$ cat config.mk
export PLATFORM = sky130hd
export DESIGN_NAME = q2e_isqrt
export DESIGN_NICKNAME = d
export VERILOG_FILES = /design/src/sv/q2e_pkg.sv /design/src/sv/q2e_isqrt.sv
export SDC_FILE = /design/constraint.sdc
export NUM_CORES = 2
export LEC_CHECK = 0
export BUFFER_PORTS_ARGS = -buffer_cell sky130_fd_sc_hd__buf_4
export CAP_MARGIN = 20
export CORE_MARGIN = 2
export CORE_UTILIZATION = 55
export CTS_CLUSTER_DIAMETER = 100
export DETAILED_ROUTE_END_ITERATION = 10
export GPL_ROUTABILITY_DRIVEN = 0
export PLACE_DENSITY = 0.71
export SYNTH_ARGS = -nofsm -noshare
export SYNTH_HDL_FRONTEND = slang
export SYNTH_SLANG_ARGS = --single-unit
$ cat constraint.sdc
create_clock -name i_clk -period 9.8 [get_ports i_clk]
set_input_delay 0.98 -clock i_clk [delete_from_list [all_inputs] [get_ports i_clk]]
set_output_delay 0.98 -clock i_clk [all_outputs]
set_load 0.01 [all_outputs]
$ cat src/sv/q2e_pkg.sv
// Shared widths, constants, arctangent table and angle rounding for quaternion to Euler.
`default_nettype none
package q2e_pkg;

    localparam int QW           = 16;
    localparam int PW           = 32;
    localparam int CW           = 36;
    localparam int AW           = 34;
    localparam int RW           = 57;
    localparam int SQ_W         = 29;
    localparam int PM_W         = 28;
    localparam int SQRT_LAT     = 29;
    localparam int TAB_LEN      = 25;
    localparam int CORDIC_STEPS_DEF = 16;

    localparam logic signed [CW-1:0] ONE_Q28     = CW'(64'sd268435456);
    localparam logic signed [AW-1:0] ANG_PI      = AW'(64'sd3373259426);
    localparam logic signed [15:0]   OUT_PI      = 16'sd25736;
    localparam logic signed [15:0]   OUT_HALF_PI = 16'sd12868;

    localparam logic [AW-1:0] ATAN_TAB [TAB_LEN] = '{
        34'h03243F6A8, 34'h01DAC6705, 34'h00FADBAFC, 34'h007F56EA6, 34'h003FEAB76,
        34'h001FFD55B, 34'h000FFFAAA, 34'h0007FFF55, 34'h0003FFFEA, 34'h0001FFFFD,
        34'h0000FFFFF, 34'h00007FFFF, 34'h00003FFFF, 34'h00001FFFF, 34'h00000FFFF,
        34'h000007FFF, 34'h000003FFF, 34'h000001FFF, 34'h000000FFF, 34'h0000007FF,
        34'h0000003FF, 34'h0000001FF, 34'h0000000FF, 34'h00000007F, 34'h00000003F
    };

    typedef struct packed {
        logic clamped;
        logic neg;
    } t_pitch_flags;

    typedef struct packed {
        logic signed [CW-1:0] roll_s;
        logic signed [CW-1:0] roll_c;
        logic signed [CW-1:0] yaw_s;
        logic signed [CW-1:0] yaw_c;
        logic signed [CW-1:0] pitch_p;
        t_pitch_flags         flags;
    } t_side;

    // round half up to Q3.13 and saturate to +/- lim
    function automatic logic signed [15:0] to_q13(input logic signed [AW-1:0] ang,
                                                  input logic signed [15:0] lim);
        logic signed [AW-1:0] sum;
        logic signed [16:0]   r;
        begin
            sum = ang + AW'(65536);
            r   = 17'(sum >>> 17);
            if (r > 17'(lim)) begin
                r = 17'(lim);
            end else if (r < -17'(lim)) begin
                r = -17'(lim);
            end
            to_q13 = r[15:0];
        end
    endfunction

endpackage
`default_nettype wire

$ cat src/sv/q2e_isqrt.sv
// Pipelined integer square root, one result bit per stage.
`default_nettype none
module q2e_isqrt import q2e_pkg::*; (
    input  wire logic             i_clk,
    input  wire logic             i_rst_n,
    input  wire logic             i_en,
    input  wire logic             i_valid,
    input  wire logic [RW-1:0]    i_rad,
    output logic                  o_valid,
    output logic [SQ_W-1:0]       o_root
);
    logic [SQRT_LAT-1:0] r_vld;
    logic [RW-1:0] r_v   [SQRT_LAT];
    logic [RW-1:0] r_res [SQRT_LAT];

    always_ff @(posedge i_clk) begin
        if (!i_rst_n) begin
            r_vld <= '0;
        end else if (i_en) begin
            r_vld <= {r_vld[SQRT_LAT-2:0], i_valid};
        end
    end

    for (genvar k = 0; k < SQRT_LAT; k++) begin : g_stage
        localparam logic [RW-1:0] BIT = RW'(1) << (RW - 1 - 2 * k);
        logic [RW-1:0] v_in, res_in, trial;
        if (k == 0) begin : g_first
            assign v_in   = i_rad;
            assign res_in = '0;
        end else begin : g_next
            assign v_in   = r_v[k-1];
            assign res_in = r_res[k-1];
        end
        assign trial = res_in + BIT;
        always_ff @(posedge i_clk) begin
            if (i_en) begin
                if (v_in >= trial) begin
                    r_v[k]   <= v_in - trial;
                    r_res[k] <= (res_in >> 1) + BIT;
                end else begin
                    r_v[k]   <= v_in;
                    r_res[k] <= res_in >> 1;
                end
            end
        end
    end

    assign o_valid = r_vld[SQRT_LAT-1];
    assign o_root  = r_res[SQRT_LAT-1][SQ_W-1:0];
endmodule
`default_nettype wire

==> summary.md <==
| Metric | Value |
|---|---|
| Starting Density | 55.2% |
| RSZ-0062 raised after global routing | false |
| Post-cts gate resize count | 0 |
| Placed Cells | 10300 |
| Sequential fraction of the synthesis area | 61.9% |
| Clk buf depth | 3 |
| Clock power share | 31.7% |
| Vias in the first global route | 61500 |
| Detailed router's first-iteration violation count | 7272 |
| Final hold violations | 0 |
| Slew Limit Fails | 0 |
| Switching pwr | 0.00758 W |
| Crit-path max FO | 5 |
| Largest net degree at the start of global routing | 193 |
| Core footprint | 180000 µm² |
| Ys async rst share | 0% |
| Leak | 41.3 nW |
| Root Buffer | clkbuf_16 |
| Initial antenna violation count | 14 |
| Sink Count | 2060 |
| Post-synthesis mux area share | 1.13% |
| Max cap viols | 0 |
| Simple-gate portion of the synthesized area | 12.7% |
| Adder-cell share of the synthesized area | 5.79% |
| Syn avg cell area | 12.4 µm² |
| Switching share of power | 29.8% |
| Area fraction of the dominant cell type after synthesis | 61.3% |
| Top Ports | 91 |
| Compound-Gate Fraction of Synth Area | 9.46% |
| Final setup violation count | 0 |
| TritonRoute pass-1 iters | 7 |
| Port Buffer Count | 90 |
| Peak supply drop | 169 µV |
| Worst setup EP type | register |
| Flops & latches, synth | 2060 |
| Worst path slowest cell | xor2_1 |
| Status | complete, no violations |
| Cts hold-fix bufs | 0 |
| GRT Total Usage | 25.0% |
| Clk_lat worst skew | 0.88 ns |
| Synth Area in XOR/XNOR | 6.11% |
| Combinational share of power | 20.6% |
| Main area contributors after synthesis | edfxtp_1, ha_1, xor2_1 |
| Cells after synthesis | 7986 |
| Synth Warn # | 0 |
| First-pass GRT wire length | 358 mm |
| Internal power | 0.0179 W |
| H-tree levels | 4 |
| Via count | 64600 |
| Clk pin slew, worst setup/hold paths | 0.07 ns |
| ANT cells | 0 |
| Largest delay contributor family on the critical path | compound AO/OA/AOI/OAI gates |
| Post-route ant nets | 0 |
| Post-Syn Nets | 8507 |
| Nets | 8654 |
| Crit Path Class | register to register |
| Commonest cells after routing, fill and taps aside | edfxtp_1, inv_1, nand2_1 |
| Max-slew headroom | 17.3% |
| Critical Path, Cell by Cell | inv_1, ha_1, o21ai_0, a211oi_1, a221oi_1, o31ai_1, nand4_1, nand4_1, nand4b_1, nor4_1, xor2_1 |
| Final worst-path cycle share | 47.8% |
| Fmax achieved | 0.214 GHz |
| Post-route minimum period | 4.68 ns |
| Site Rows | 156 |
| CTS tree | yes |
| Most numerous cell on the critical path | nand4_1 |
| Worst hold path type | input pin to register |
| Non-filler cells, final | 10700 |
| Data arrival, critical path | 5.17 ns |
| Buf+Inv Stages, Crit Path | 1 |
| Area leader, netlist | edfxtp_1 |
| Die Wd | 429 µm |
| Commonest non-fill, non-tap cell in the layout | edfxtp_1 |
| WL/cell | 21.9 µm |
| GRT overflow | 0 |
| DRC viols | 0 |
| Required time of the critical path | 10.29 ns |
| Dpl hpwl | 175 mm |
| Area added between synthesis and finish | 10.6% |
| Layout cell share with drive strength beyond 1 | 7.16% |
| Largest family of logic cells by synthesized area | simple AND/OR/NAND/NOR gates |
| Cell area after synthesis | 99400 µm² |
| PwrDens | 231 nW/µm² |
| Layout fillers | 13600 |
| Setup bufs post-CTS | 0 |
| Setup TNS | 0 ns |
| Post-synth cell types | 96 |
| Avg Vias per Cell | 6.05 |
| Reg power frac | 47.7% |
| Most frequently used flop master after synthesis | edfxtp_1 |
| Worst setup SP type | register |
| Die ar. | 184000 µm² |
| Number of synthesized flops with an enable pin | 2031 |
| Number of buffers created by CTS | 206 |
| Final Routed Wirelength | 234 mm |
| Die height | 429 µm |
| Worst-Margin Slew | 1.23 ns |
| Crit path largest cell delay | 0.85 ns |
| Post-route clock skew | 0.0601 ns |
## per-layer routing
metal  GRT usage (%)  vias to the layer above  share of wire [%]
li1                -                    30300                  -
met1            34.3                    31200                 42
met2            39.8                     2676                 46
met3            4.73                      483                8.2
met4            9.23                        6                3.7
met5           0.338                        -              0.048
## final timing paths
path	from	end	slack (ns)	cells after the start
min reg2reg	r_v[0][588]$_DFFE_PP_	r_v[0][645]$_DFFE_PP_	0.43	0
max	r_res[1][244]$_DFFE_PP_	r_v[1][335]$_DFFE_PP_	5.12	11
min	i_rad[4]	r_v[0][4]$_DFFE_PP_	0.27	1
max reg2reg	r_res[1][244]$_DFFE_PP_	r_v[1][335]$_DFFE_PP_	5.12	11
## worst register-to-register path: cells and delay by family, from the launching register on
kind,cells,cell delay [ns]
and+or+nand+nor,4,0.95
DFF,1,0.48
adders and majority gates,1,0.35
xor gates and xnor gates,1,0.86
buffers and inverters,1,0.08
AOI/OAI and AO/OA,4,1.58
## power groups by stage
stage	clock, W	sequential [W]	combinational [W]
after CTS	0.00820	0.0121	0.00513
after global routing	0.00854	0.0122	0.00576
after global placement	0	0.0123	0.00496
after detailed placement	0	0.0123	0.00508
final	0.00807	0.0121	0.00525
after floorplan	0	0.0118	0.00388
## registers in the layout, indices dropped and copies added, names as in the netlist
register  flops
r_res       435
r_vld        29
r_v        1596
## layout make-up
class / count / area (µm²) / share of cell area (%)
Tap cell: 2370 / 2970 / 2.70
Clock buffer: 246 / 5410 / 4.92
Sequential cell: 2060 / 61600 / 56.0
Multi-Input combinational cell: 5173 / 35100 / 31.9
Timing Repair Buffer: 139 / 1210 / 1.10
Inverter: 553 / 2080 / 1.89
Clock inverter: 137 / 1640 / 1.49
## cell families (layout without fill, tap and decap cells)
logic type,Yosys count,in the layout
simple gates,2399,2399
flops,2060,2060
compound gates,1517,1517
buf+inv,753,1075
xor+xnor,694,694
fa+ha+maj,460,460
mux,103,103
## metrics by stage
stage / power, W / utilization, % / setup WS [ns] / area, µm² / hold slack (ns)
after floorplan: 0.0157 / - / 4.98 / 99400 / 0.417
after global routing: 0.0265 / 61.0 / 5.01 / 110000 / 0.221
final: 0.0254 / 61.0 / 5.12 / 110000 / 0.275
after global placement: 0.0172 / 57.0 / 5.13 / 103000 / 0.429
after CTS: 0.0254 / 61.0 / 5.29 / 110000 / 0.197
after detailed placement: 0.0174 / 57.1 / 5.08 / 103000 / 0.427
## Yosys cell counts (13+ instances only)
cell      count
a311oi_1     14
or3_1        84
a21o_1      207
nand2_1     547
dfxtp_1      29
nor4_1      304
o21ai_0     423
a31oi_1      40
nand4_1     127
nor3_1      197
a21oi_1     437
o31ai_1      28
nand4b_1     24
o21a_1       71
mux2i_1      38
clkbuf_1    180
and4b_1      14
or2_2        31
xnor2_1     345
nor2b_1      98
and3_1       50
mux2_2       62
a21boi_0     16
nor4b_1      46
nand2b_1     93
o211ai_1     31
xor2_1      349
nor3b_1      21
a31o_2       13
nand3b_1     22
or4_1        53
ha_1        460
inv_1       552
a211oi_1     44
edfxtp_1   2031
and2_1       21
and4_1       28
nor2_1      469
nand3_1     131
o21bai_1     35
Power figures use the tool's default switching activity.
